**src/hdl/scfr_pkg.sv**
```systemverilog
package scfr_pkg;

    // Payload buffer depth and the width of a count that can hold it
    localparam int BUFFER_DEPTH = 64;
    localparam int CNT_W        = $clog2(BUFFER_DEPTH + 1);

    // Line control characters
    localparam logic [7:0] CODE_CR = 8'h0D;
    localparam logic [7:0] CODE_LF = 8'h0A;

    // Receive phase
    typedef enum logic [1:0] {
        PH_IDLE     = 2'd0,
        PH_RECV     = 2'd1,
        PH_AFTER_CR = 2'd2
    } phase_t;

    // One byte held in the input stage
    typedef struct packed {
        logic       valid;
        logic [7:0] rx_byte;
    } scfr_item_t;

endpackage

```
**src/hdl/scfr_in_stage.sv**
```systemverilog
module scfr_in_stage (
    input  logic                clk,
    input  logic                rst_n,
    input  logic                in_valid,
    output logic                in_ready,
    input  logic [7:0]          rx_byte,
    input  logic                take,
    output scfr_pkg::scfr_item_t item
);
    import scfr_pkg::*;

    logic       vld_reg;
    logic [7:0] byte_reg;

    // Accept a new byte when empty or when the held byte moves on
    assign in_ready = !vld_reg || take;

    // Track occupancy
    always_ff @(posedge clk or negedge rst_n)
    begin
        if (!rst_n)
        begin
            vld_reg <= 1'b0;
        end
        else if (in_ready)
        begin
            vld_reg <= in_valid;
        end
    end

    // Capture the byte on each input transfer
    always_ff @(posedge clk)
    begin
        if (in_valid && in_ready)
        begin
            byte_reg <= rx_byte;
        end
    end

    assign item.valid   = vld_reg;
    assign item.rx_byte = byte_reg;

endmodule

```
**src/hdl/scfr_core.sv**
```systemverilog
module scfr_core (
    input  logic                 clk,
    input  logic                 rst_n,
    input  scfr_pkg::scfr_item_t item,
    output logic                 take,
    input  logic [7:0]           start_byte,
    output logic                 out_valid,
    input  logic                 out_ready,
    output logic                 store_valid,
    output logic [5:0]           store_index,
    output logic [7:0]           store_byte,
    output logic                 frame_done,
    output logic [6:0]           frame_length,
    output logic                 frame_dropped,
    output logic                 frame_ready
);
    import scfr_pkg::*;

    phase_t           phase_reg, phase_next;
    logic [CNT_W-1:0] cnt_reg, cnt_next;
    logic             rdy_reg, rdy_next;

    logic             hit_open, hit_cr, hit_lf, hit_store, hit_drop;
    logic             step;
    logic [CNT_W+6:0] cnt_wide;

    logic             out_valid_reg;
    logic             store_valid_reg;
    logic [5:0]       store_index_reg;
    logic [7:0]       store_byte_reg;
    logic             frame_done_reg;
    logic [6:0]       frame_length_reg;
    logic             frame_dropped_reg;
    logic             frame_ready_reg;

    // Move a byte into the result register when it is free or being drained
    assign take = !out_valid_reg || out_ready;
    assign step = item.valid && take;

    // Decode what this byte does in the current phase
    always_comb
    begin
        hit_open  = 1'b0;
        hit_cr    = 1'b0;
        hit_lf    = 1'b0;
        hit_store = 1'b0;
        hit_drop  = 1'b0;
        case (phase_reg)
            PH_IDLE:
            begin
                hit_open = (item.rx_byte == start_byte);
            end
            PH_RECV:
            begin
                if (item.rx_byte == CODE_CR)
                begin
                    hit_cr = 1'b1;
                end
                else if (item.rx_byte == CODE_LF)
                begin
                    hit_lf = 1'b1;
                end
                else if (cnt_reg >= CNT_W'(BUFFER_DEPTH))
                begin
                    hit_drop = 1'b1;
                end
                else
                begin
                    hit_store = 1'b1;
                end
            end
            PH_AFTER_CR:
            begin
                if (item.rx_byte == CODE_CR)
                begin
                    hit_cr = 1'b1;
                end
                else if (item.rx_byte == CODE_LF)
                begin
                    hit_lf = 1'b1;
                end
                else
                begin
                    hit_drop = 1'b1;
                end
            end
            default:
            begin
                hit_cr = (item.rx_byte == CODE_CR);
                hit_lf = (item.rx_byte == CODE_LF);
            end
        endcase
    end

    // Next phase, count and ready flag
    always_comb
    begin
        phase_next = phase_reg;
        cnt_next   = cnt_reg;
        rdy_next   = rdy_reg;
        if (hit_open)
        begin
            phase_next = PH_RECV;
            cnt_next   = '0;
        end
        else if (hit_cr)
        begin
            phase_next = PH_AFTER_CR;
        end
        else if (hit_lf)
        begin
            phase_next = PH_IDLE;
            rdy_next   = 1'b1;
        end
        else if (hit_store)
        begin
            cnt_next = cnt_reg + CNT_W'(1);
        end
        else if (hit_drop)
        begin
            phase_next = PH_IDLE;
            cnt_next   = '0;
            rdy_next   = 1'b0;
        end
    end

    // Hold frame state, advance on each step
    always_ff @(posedge clk or negedge rst_n)
    begin
        if (!rst_n)
        begin
            phase_reg <= PH_IDLE;
            cnt_reg   <= '0;
            rdy_reg   <= 1'b0;
        end
        else if (step)
        begin
            phase_reg <= phase_next;
            cnt_reg   <= cnt_next;
            rdy_reg   <= rdy_next;
        end
    end

    // Result valid flag
    always_ff @(posedge clk or negedge rst_n)
    begin
        if (!rst_n)
        begin
            out_valid_reg <= 1'b0;
        end
        else if (take)
        begin
            out_valid_reg <= item.valid;
        end
    end

    // Zero-extended count; its low bits give the index field
    assign cnt_wide = {7'd0, cnt_reg};

    // Load the result fields
    always_ff @(posedge clk)
    begin
        if (step)
        begin
            store_valid_reg   <= hit_store;
            store_index_reg   <= hit_store ? cnt_wide[5:0] : 6'd0;
            store_byte_reg    <= hit_store ? item.rx_byte : 8'd0;
            frame_done_reg    <= hit_lf;
            frame_length_reg  <= 7'(cnt_next);
            frame_dropped_reg <= hit_drop;
            frame_ready_reg   <= rdy_next;
        end
    end

    assign out_valid     = out_valid_reg;
    assign store_valid   = store_valid_reg;
    assign store_index   = store_index_reg;
    assign store_byte    = store_byte_reg;
    assign frame_done    = frame_done_reg;
    assign frame_length  = frame_length_reg;
    assign frame_dropped = frame_dropped_reg;
    assign frame_ready   = frame_ready_reg;

endmodule

```
**src/hdl/start_char_crlf_frame_receiver_unit.sv**
```systemverilog
// Start-delimited, CR/LF-terminated frame receiver.
// Input channel: in_valid / in_ready with rx_byte, one received serial byte
// per transfer. Output channel: out_valid / out_ready, one result per byte,
// carrying the buffer write (store_valid, store_index, store_byte) and the
// frame status (frame_done, frame_length, frame_dropped, frame_ready).
// Configuration channel: cfg_valid / cfg_ready with cfg_data, the start byte;
// cfg_ready is always high, write only while the block is idle.
// Each accepted byte is held in the input register, then loaded into the result
// register, where its result stays until taken. One byte per cycle while out_ready
// is high; the phase/count update between the two registers is combinational.
// Reset clears the phase to idle, the count, the ready flag, the start byte
// and both stage valids. When the receiver holds out_ready low, the result
// stays put, the input register fills, and in_ready drops until the result
// is taken; no byte is lost.
module start_char_crlf_frame_receiver_unit (
    input  logic       clk,
    input  logic       rst_n,
    input  logic       in_valid,
    output logic       in_ready,
    input  logic [7:0] rx_byte,
    input  logic       cfg_valid,
    output logic       cfg_ready,
    input  logic [7:0] cfg_data,
    output logic       out_valid,
    input  logic       out_ready,
    output logic       store_valid,
    output logic [5:0] store_index,
    output logic [7:0] store_byte,
    output logic       frame_done,
    output logic [6:0] frame_length,
    output logic       frame_dropped,
    output logic       frame_ready
);
    import scfr_pkg::*;

    scfr_item_t item;
    logic       take;
    logic [7:0] start_byte_reg;

    // Configuration register
    assign cfg_ready = 1'b1;

    always_ff @(posedge clk or negedge rst_n)
    begin
        if (!rst_n)
        begin
            start_byte_reg <= 8'd0;
        end
        else if (cfg_valid && cfg_ready)
        begin
            start_byte_reg <= cfg_data;
        end
    end

    scfr_in_stage u_in_stage (
        .clk      (clk),
        .rst_n    (rst_n),
        .in_valid (in_valid),
        .in_ready (in_ready),
        .rx_byte  (rx_byte),
        .take     (take),
        .item     (item)
    );

    scfr_core u_core (
        .clk           (clk),
        .rst_n         (rst_n),
        .item          (item),
        .take          (take),
        .start_byte    (start_byte_reg),
        .out_valid     (out_valid),
        .out_ready     (out_ready),
        .store_valid   (store_valid),
        .store_index   (store_index),
        .store_byte    (store_byte),
        .frame_done    (frame_done),
        .frame_length  (frame_length),
        .frame_dropped (frame_dropped),
        .frame_ready   (frame_ready)
    );

endmodule

```
**config.mk**
```make
export PLATFORM = sky130hd
export DESIGN_NAME = start_char_crlf_frame_receiver_unit
export DESIGN_NICKNAME = d
export VERILOG_FILES = /design/src/hdl/scfr_pkg.sv /design/src/hdl/scfr_in_stage.sv /design/src/hdl/scfr_core.sv /design/src/hdl/start_char_crlf_frame_receiver_unit.sv
export SDC_FILE = /design/constraint.sdc
export NUM_CORES = 1
export LEC_CHECK = 0
export BUFFER_PORTS_ARGS = -buffer_cell sky130_fd_sc_hd__buf_4
export CORE_MARGIN = 5
export CORE_UTILIZATION = 55
export CTS_BUF_LIST = sky130_fd_sc_hd__clkbuf_8
export DETAILED_ROUTE_END_ITERATION = 16
export PLACE_DENSITY = 0.8
export REMOVE_ABC_BUFFERS = 1
export SETUP_SLACK_MARGIN = 0.3
export SLEW_MARGIN = 15
export SYNTH_ARGS = -nofsm -noshare
export SYNTH_HDL_FRONTEND = slang
export SYNTH_SLANG_ARGS = --single-unit
```
**constraint.sdc**
```tcl
create_clock -name clk -period 2.4 [get_ports clk]
set_clock_uncertainty 0.1 [all_clocks]
set_input_delay 0.36 -clock clk [delete_from_list [all_inputs] [get_ports clk]]
set_output_delay 0.36 -clock clk [all_outputs]
set_load 0.02 [all_outputs]
```
# Word-level counts from Yosys, hierarchy flattened
# Index checks and enable logic that the tools add are counted.
# word_totals
reg_bits	53
inputBits	21
# classes
order_cmp	1
eq_ne	6
mux	31
add_sub_neg	1
reduce_logical	10
# ops
operator	n
$mux W7	5
$mux W1	18
$eq A8 B4 Y1 const B	2
$mux W2	5
$eq A8 B8 Y1	1
$add A7 B1 Y7 const B	1
$ge A7 B7 Y1 const B	1
$pmux W1 S2	3
$ne A4 B1 Y1 const B	1
$reduce_bool A4 Y1	1
$reduce_and A3 Y1	1
$eq A2 B1 Y1 const B	1
$eq A2 B2 Y1 const B	1
$logic_and A1 B1 Y1	2
$logic_not A1 Y1	2
$logic_not A2 Y1	1
$logic_or A1 B1 Y1	2
$reduce_or A2 Y1	1

# Longest topological paths before layout
# Gate-level depths: netlist (run 1).
# logic_depth
ltp_word	10
ltp_mapped	8
ltp_nobuf	7

# Hierarchy
# Synthesis (run 1) repeated with hierarchy kept, for this count alone.
# hier_totals
cells_unflattened	190
hier_area_um2	2444.8
# by_module_without_submodules
module	n_inst	area_each_um2	seq_area_each_um2	cells_per_inst
scfr_core	1	1800.5	1026.0	158
start_char_crlf_frame_receiver_unit	1	342.8	200.2	19
scfr_in_stage	1	301.5	265.3	13

# Worst setup path before layout (run 1)
# OpenSTA, ideal clock, no wires.
# synth_path
path_kind	reg-to-reg
start	reg u_core.out_valid_reg, in the netlist u_core.out_valid
end	reg u_core.cnt_reg[2]
synth_period_minus_slack_ns	2.032
path_slack_ns	0.368
n_path_buf	0
t_arrival_ns	1.791
required_time_ns	2.159
stages_incl_launch_ff	6
setup_time_ns	0.141
cell_sequence	dfrtp_1 nand2b_1 nand2_1 clkinv_1 a31oi_1 a21oi_2
# synth_via
elab_chain_cells	3
# synth_rtl
item	line_no	source
start: declaration	scfr_core.sv:27	logic out_valid_reg;
start signal: assignment	scfr_core.sv:153	out_valid_reg <= item.valid;
$logic_not A1 Y1	scfr_core.sv:37	assign take = !out_valid_reg || out_ready;
$logic_or A1 B1 Y1	scfr_core.sv:37	
$logic_and A1 B1 Y1	scfr_core.sv:38	assign step = item.valid && take;
named net u_core.step	scfr_core.sv:24	logic step;
end signal: assignment	scfr_core.sv:139	cnt_reg <= cnt_next;
end: declaration	scfr_core.sv:20	logic [CNT_W-1:0] cnt_reg, cnt_next;
# The timed path passes the listed nets, and every way through them passes these cells.
# A chain may end at the register's enable or synchronous reset.

# Worst setup path after layout (run 1)
# layout_path
start	reg u_in_stage.byte_reg[3]
end	reg u_core.cnt_reg[1]
# layout_via
elab_chain_cells	9
# layout_rtl
item	line_no	source
start: declaration	scfr_in_stage.sv:13	logic [7:0] byte_reg;
start signal: assignment	scfr_in_stage.sv:36	byte_reg <= rx_byte;
$eq A8 B4 Y1	scfr_core.sv:59, scfr_core.sv:78, scfr_core.sv:90	
$mux W1, on equally long branches	scfr_core.sv:78, scfr_core.sv:59	
$mux W1, on equally long branches	scfr_core.sv:74, scfr_core.sv:55	
$pmux W1 S2	scfr_core.sv:48	case (phase_reg)
$mux W7	scfr_core.sv:119	else if (hit_drop)
$mux W7	scfr_core.sv:115	else if (hit_store)
$mux W7	scfr_core.sv:110	else if (hit_lf)
$mux W7	scfr_core.sv:106	else if (hit_cr)
$mux W7 (*)	scfr_core.sv:101	if (hit_open)
# Every way passes the cells marked *; elsewhere a longest branch is shown, timed or not.

==> results of run 1 <==
kinds of logic after synthesis:
group	count (synthesis)	synth area share
AOI/OAI and AO/OA	42	0.116
adders and majority gates	5	0.0250
DFF	53	0.596
xor gates and xnor gates	8	0.0280
and+or+nand+nor	67	0.161
muxes	10	0.0445
other	1	0.00150
buffers and inverters	13	0.0280
critical path: cells and delay by family, from the launching register on:
kind	cells	cell delay [ps]
flip-flops	1	520
AND/OR/NAND/NOR	2	480
AO/OA/AOI/OAI	2	330
buffers and inverters	1	240
XOR/XNOR	1	210
power by group:
group          total [uW]  internal, uW  switching (uW)
combinational         211          99.1             112
clock                 581           304             277
sequential           1070          1030            36.3
total                1860          1430             425
through the flow:
| stage | hold slack, ps | std cells | power, uW | cell area [um^2] |
|---|---|---|---|---|
| floorplan | -35.6 | 191 | 1190 | 2450 |
| global placement | 160 | 294 | 1290 | 2900 |
| detailed placement | 164 | 294 | 1300 | 2900 |
| CTS | 113 | 303 | 1870 | 3020 |
| global route | 106 | 308 | 1930 | 3090 |
| finish | 122 | 308 | 1860 | 3090 |
synth_stat cells, types with 2 or more instances:
master	n
a21o_1	3
a21oi_1	10
a21oi_2	2
a22o_1	4
and2_1	5
and3_1	10
and3b_1	2
buf_2	2
buf_6	2
clkbuf_1	3
dfrtp_1	20
edfxtp_1	33
ha_1	5
inv_1	4
mux2_2	9
nand2_1	13
nand2b_1	4
nand3_1	2
nand3b_1	2
nand4_1	3
nor2_1	12
nor3_1	5
nor4_4	2
o21ai_0	9
o21ai_1	2
o31ai_1	3
xnor2_1	8
worst max path at each step:
| stage | from | to | slack [ps] | depth (start not counted) |
|---|---|---|---|---|
| floorplan | u_core.phase_reg[1] | u_core.frame_length[4] | 300 | 7 |
| global placement | u_core.phase_reg[0] | u_core.frame_length[2] | 410 | 7 |
| detailed placement | u_core.phase_reg[1] | u_core.cnt_reg[5] | 340 | 7 |
| CTS | u_core.phase_reg[1] | u_core.phase_reg[1] | 320 | 7 |
| global route | u_in_stage.byte_reg[3] | u_core.cnt_reg[1] | 290 | 6 |
| finish | u_in_stage.byte_reg[3] | u_core.cnt_reg[1] | 400 | 6 |
cell type report:
cell class	count	area share
repair buffers	57	0.139
inverters	5	0.00608
flip-flops and latches	53	0.483
multi-input cells	133	0.316
clock inverters	3	0.0122
clock buffers	5	0.0223
well taps	52	0.0211
per-layer routing:
layer | global-route usage | vias to the layer above
li1 | - | 842
met1 | 0.219 | 812
met2 | 0.249 | 55
met3 | 0.0440 | 9
met4 | 0.0670 | 0
met5 | 0 | -
timing repair:
| item | in CTS | in global routing |
|---|---|---|
| setup buffers | 0 | 5 |
| gates resized for setup | 0 | 9 |
| hold endpoints to repair | 20 | 0 |
| hold buffers | 1 | 0 |
| setup endpoints to repair | 0 | 15 |
==> results.yml, run 1 <==
final_layout:
  synthToLayoutAreaGrowth_pct: 23.4
  nets: 281
  num_antenna_cells: 0
  multi_input_area_um2: 976
  final_cell_mix: "buf_4, edfxtp_1, dfrtp_1"
  nFillCells: 306
  final_common_cell: "buf_4"
  utilization: 0.704
  drive_gt1_frac: 0.332
  seqCellArea_um2: 1490
place:
  place_congestion: 0.881
  post-dp-hpwl_um: 3310
  dp_worst_setup_slack_ps: 338
  portBuffers: 47
floorplan:
  die_h_um: 77.5
  design.core.area_um2: 4380
  die_area_um2: 6000
  rows: 24
  num_io_pins: 49
  die_w_um: 77.5
  start_util: 0.571
sta:
  max_freq_mhz: 501
  hold_viol: 0
  setup_viol: 0
  min_period_over_period: 0.832
  finalWorstSetupSlack_ps: 403
  fin_setup_tns_ps: 0
  rsz0062_at_grt: "no"
  period_needed_ps: 2000
  slew_violations: 0
clock_tree:
  htreeDepth: 2
  clockBufferDepth: 2
  cts_tree: "yes"
  clock_latency_ps: 310
  clock_sinks: 53
  path_clk_slew_ps: 90
  cts_buffers: 5
  root_buffer: "clkbuf_8"
critical_path:
  path_cells: "xnor2_1, nand4_1, nor3_4, buf_4, o21ai_1, a32o_1"
  crit_arrival_ps: 2090
  startpoint_type: "register"
  rr_endpoint: "u_core.cnt_reg[1]"
  reg2reg_setup_slack_ps: 400
  worstPathRequired_ps: 2490
  worstSetupPathType: "register to register"
  crit_slowest_cell: "edfxtp_1"
  crit_fanout: 10
  end_kind: "register"
  ff2ff_path_depth: 6
  reg2reg_from: "u_in_stage.byte_reg[3]"
  max_stage_delay_ps: 520
global_route:
  grt_remaining_overflow: 0
  grt_pass1_wl_um: 7870
  track_usage: 0.162
  grt_max_degree: 21
  antenna_found_initial: 0
  grt_pass1_vias: 1679
logic_synthesis:
  syn_avg_cell_area_um2: 12.6
  ys_seq_area_frac: 0.596
  async_flop_share: 0.377
  ys_types: 47
  synthTopCellsByArea: "edfxtp_1, dfrtp_1, mux2_2"
  syn_inst: 199
  synth_area_leader_cell: "edfxtp_1"
  synth_warnings: 0
  synth.cell_area_um2: 2500
  synth_top_area_frac: 0.396
  synthFlopType: "edfxtp_1"
  synth-edff-count: 33
  synth_seq_cells: 53
hold_path:
  min_delay_worst_endpoint: "u_in_stage.byte_reg[6]"
  hold_start: "rx_byte[6]"
  min_path_cells: 1
  min_path_type: "primary input to register"
pwr:
  powerDensity_nw_per_um2: 602
  leakage_uw: 0.00134
  peakVddDrop_uv: 313
route:
  via_count: 1718
  drt-initial-drc-count: 112
  vias_per_cell: 5.58
  drc: 0
  met1Wirelength_um: 2060
  dr_wl_met3_um: 312
  ant_nets: 0
  routed_wl_um: 4630
  wl_met2_um: 2150
  dr.pass1.iters: 4
  highest_layer: "met4"
  post_drt_wl_per_cell_um: 15.0
outcome:
  outcome: "finished, final reports clean"
run:
  cap_violations: 0
No activity file was read; power rests on OpenSTA's default activity.
==> run 2: changes to the inputs <==
==> constraint.sdc (replaced) <==
create_clock -name clk -period 1.85 [get_ports clk]
set_clock_uncertainty 0.1 [all_clocks]
set_input_delay 0.2775 -clock clk [delete_from_list [all_inputs] [get_ports clk]]
set_output_delay 0.2775 -clock clk [all_outputs]
set_load 0.02 [all_outputs]
==> run 2 against run 1 <==
The flow now finishes with violations (setup timing). Via count increased by 21%. Register-to-register slack got worse by 570 ps. Final cell count increased by 11%. Combinational power increased by 72%. Utilization increased by 13 points. Final area increased by 18%. Flip-flop and latch count unchanged. Die area unchanged. Total power increased by 39%. Maximum frequency decreased by 0.98%. Sequential power increased by 30%.
==> results.yml, run 2 (synthesized netlist as in run 1, its figures left out) <==
route:
  drc: 0
  routed_wl_um: 7000
  dr.pass1.iters: 5
  vias_per_cell: 6.12
  drt-initial-drc-count: 234
  post_drt_wl_per_cell_um: 20.5
  via_count: 2086
  ant_nets: 0
sta:
  hold_ws_ps: 28.3
  finalWorstSetupSlack_ps: -167
  setup_viol: 27
  hold_viol: 0
  period_needed_ps: 2020
  min_period_over_period: 1.09
  max_freq_mhz: 496
  fin_setup_tns_ps: -2350
  slew_violations: 0
  rsz0062_at_grt: "yes"
place:
  place_congestion: 0.849
  dpl.cell_count: 309
  portBuffers: 47
  post-dp-hpwl_um: 3510
outcome:
  violations: "setup timing"
  outcome: "finished, violations left"
floorplan:
  rows: 24
  design.core.area_um2: 4380
  die_w_um: 77.5
  die_area_um2: 6000
  num_io_pins: 49
  die_h_um: 77.5
  start_util: 0.571
clock_tree:
  path_clk_slew_ps: 100
  cts_tree: "yes"
  clockBufferDepth: 2
  clock_latency_ps: 320
  clock_sinks: 53
  root_buffer: "clkbuf_8"
  cts_buffers: 5
  htreeDepth: 2
final_layout:
  seqCellArea_um2: 1490
  nFillCells: 219
  multi_input_area_um2: 1210
  num_antenna_cells: 0
  final_cell_mix: "buf_4, edfxtp_1, dfrtp_1"
  drive_gt1_frac: 0.561
  final_common_cell: "buf_4"
  synthToLayoutAreaGrowth_pct: 45.9
  nets: 314
  stdcell_count: 341
pwr:
  powerDensity_nw_per_um2: 705
  combinationalPowerShare: 0.141
  power_switching_uw: 625
  power_frac_clock: 0.321
  leakage_uw: 0.00153
  switching_share: 0.243
  p_seq_frac: 0.538
  power.internal_uw: 1950
  total_power_uw: 2570
  peakVddDrop_uv: 671
critical_path:
  crit_arrival_ps: 2130
  path_cells: "nor4_4, nand4_1, a21oi_2, nor2_1, o31ai_2"
  crit_slowest_cell: "edfxtp_1"
  max_stage_delay_ps: 520
  end_kind: "register"
  crit_fanout: 4
  worstSetupPathType: "register to register"
  startpoint_type: "register"
  worstPathRequired_ps: 1960
global_route:
  track_usage: 0.204
  grt_pass1_vias: 1961
  grt_pass1_wl_um: 9720
  grt_max_degree: 21
  grt_remaining_overflow: 0
  antenna_found_initial: 0
run:
  cap_violations: 0
hold_path:
  min_path_type: "primary input to register"
[run 2: final cells by class]
cell class	instances	share of cell area
clock buffer	6	0.0226
clock inverter	2	0.0103
inverter	5	0.00617
multi-input combinational	134	0.332
sequential	53	0.408
tap	52	0.0178
timing repair buffer	89	0.203
[run 2: worst paths after layout]
kind                                   startpoint                      to  slack (ps)  depth (start not counted)
min in group asynchronous                   rst_n       start_byte_reg[4]         280                          2
hold / removal                         rx_byte[7]  u_in_stage.byte_reg[7]          30                          1
max in group asynchronous                   rst_n     u_core.phase_reg[0]        1150                          2
hold reg to reg                u_in_stage.vld_reg        u_core.out_valid         400                          1
setup / recovery           u_in_stage.byte_reg[5]     u_core.phase_reg[1]        -170                          5
setup reg to reg           u_in_stage.byte_reg[5]     u_core.phase_reg[1]        -170                          5
[run 2: critical path, delay by kind of cell, from the launching register on]
| kind | cells | cell delay [ps] |
|---|---|---|
| and+or+nand+nor | 3 | 780 |
| DFF | 1 | 520 |
| AOI/OAI and AO/OA | 2 | 520 |
[run 2: repair_timing]
action	in CTS	in global routing
endpoints found under the hold margin	20	0
pin swaps	17	17
setup endpoints to repair	31	58
hold buffers	1	0
buffers inserted	12	10
gates cloned	1	0
resized for setup	44	39
[run 2: metrics by stage]
stage	utilization	area (um^2)	worst slack [ps]
6_report	0.833	3650	-167
5_1_grt	0.833	3650	-227
4_1_cts	0.778	3410	-32.1
3_5_place_dp	0.687	3010	-104
3_3_place_gp	0.687	3010	-38.0
2_1_floorplan	-	2450	-252
[run 2: power by group through the flow]
| stage | logic (uW) | clock network, uW | registers, uW |
|---|---|---|---|
| after CTS | 320 | 824 | 1380 |
| after floorplan | 102 | 0 | 1450 |
| final | 363 | 825 | 1390 |
| after global routing | 383 | 878 | 1400 |
| after global placement | 278 | 0 | 1400 |
| after detailed placement | 285 | 0 | 1410 |
[run 2: metal layers]
| metal | global-route usage | vias to the layer above | wire length [um] |
|---|---|---|---|
| li1 | - | 913 | - |
| met1 | 0.262 | 1023 | 2880 |
| met2 | 0.329 | 119 | 3370 |
| met3 | 0.0451 | 31 | 500 |
| met4 | 0.0979 | 0 | 253 |
| met5 | 0 | - | 0 |
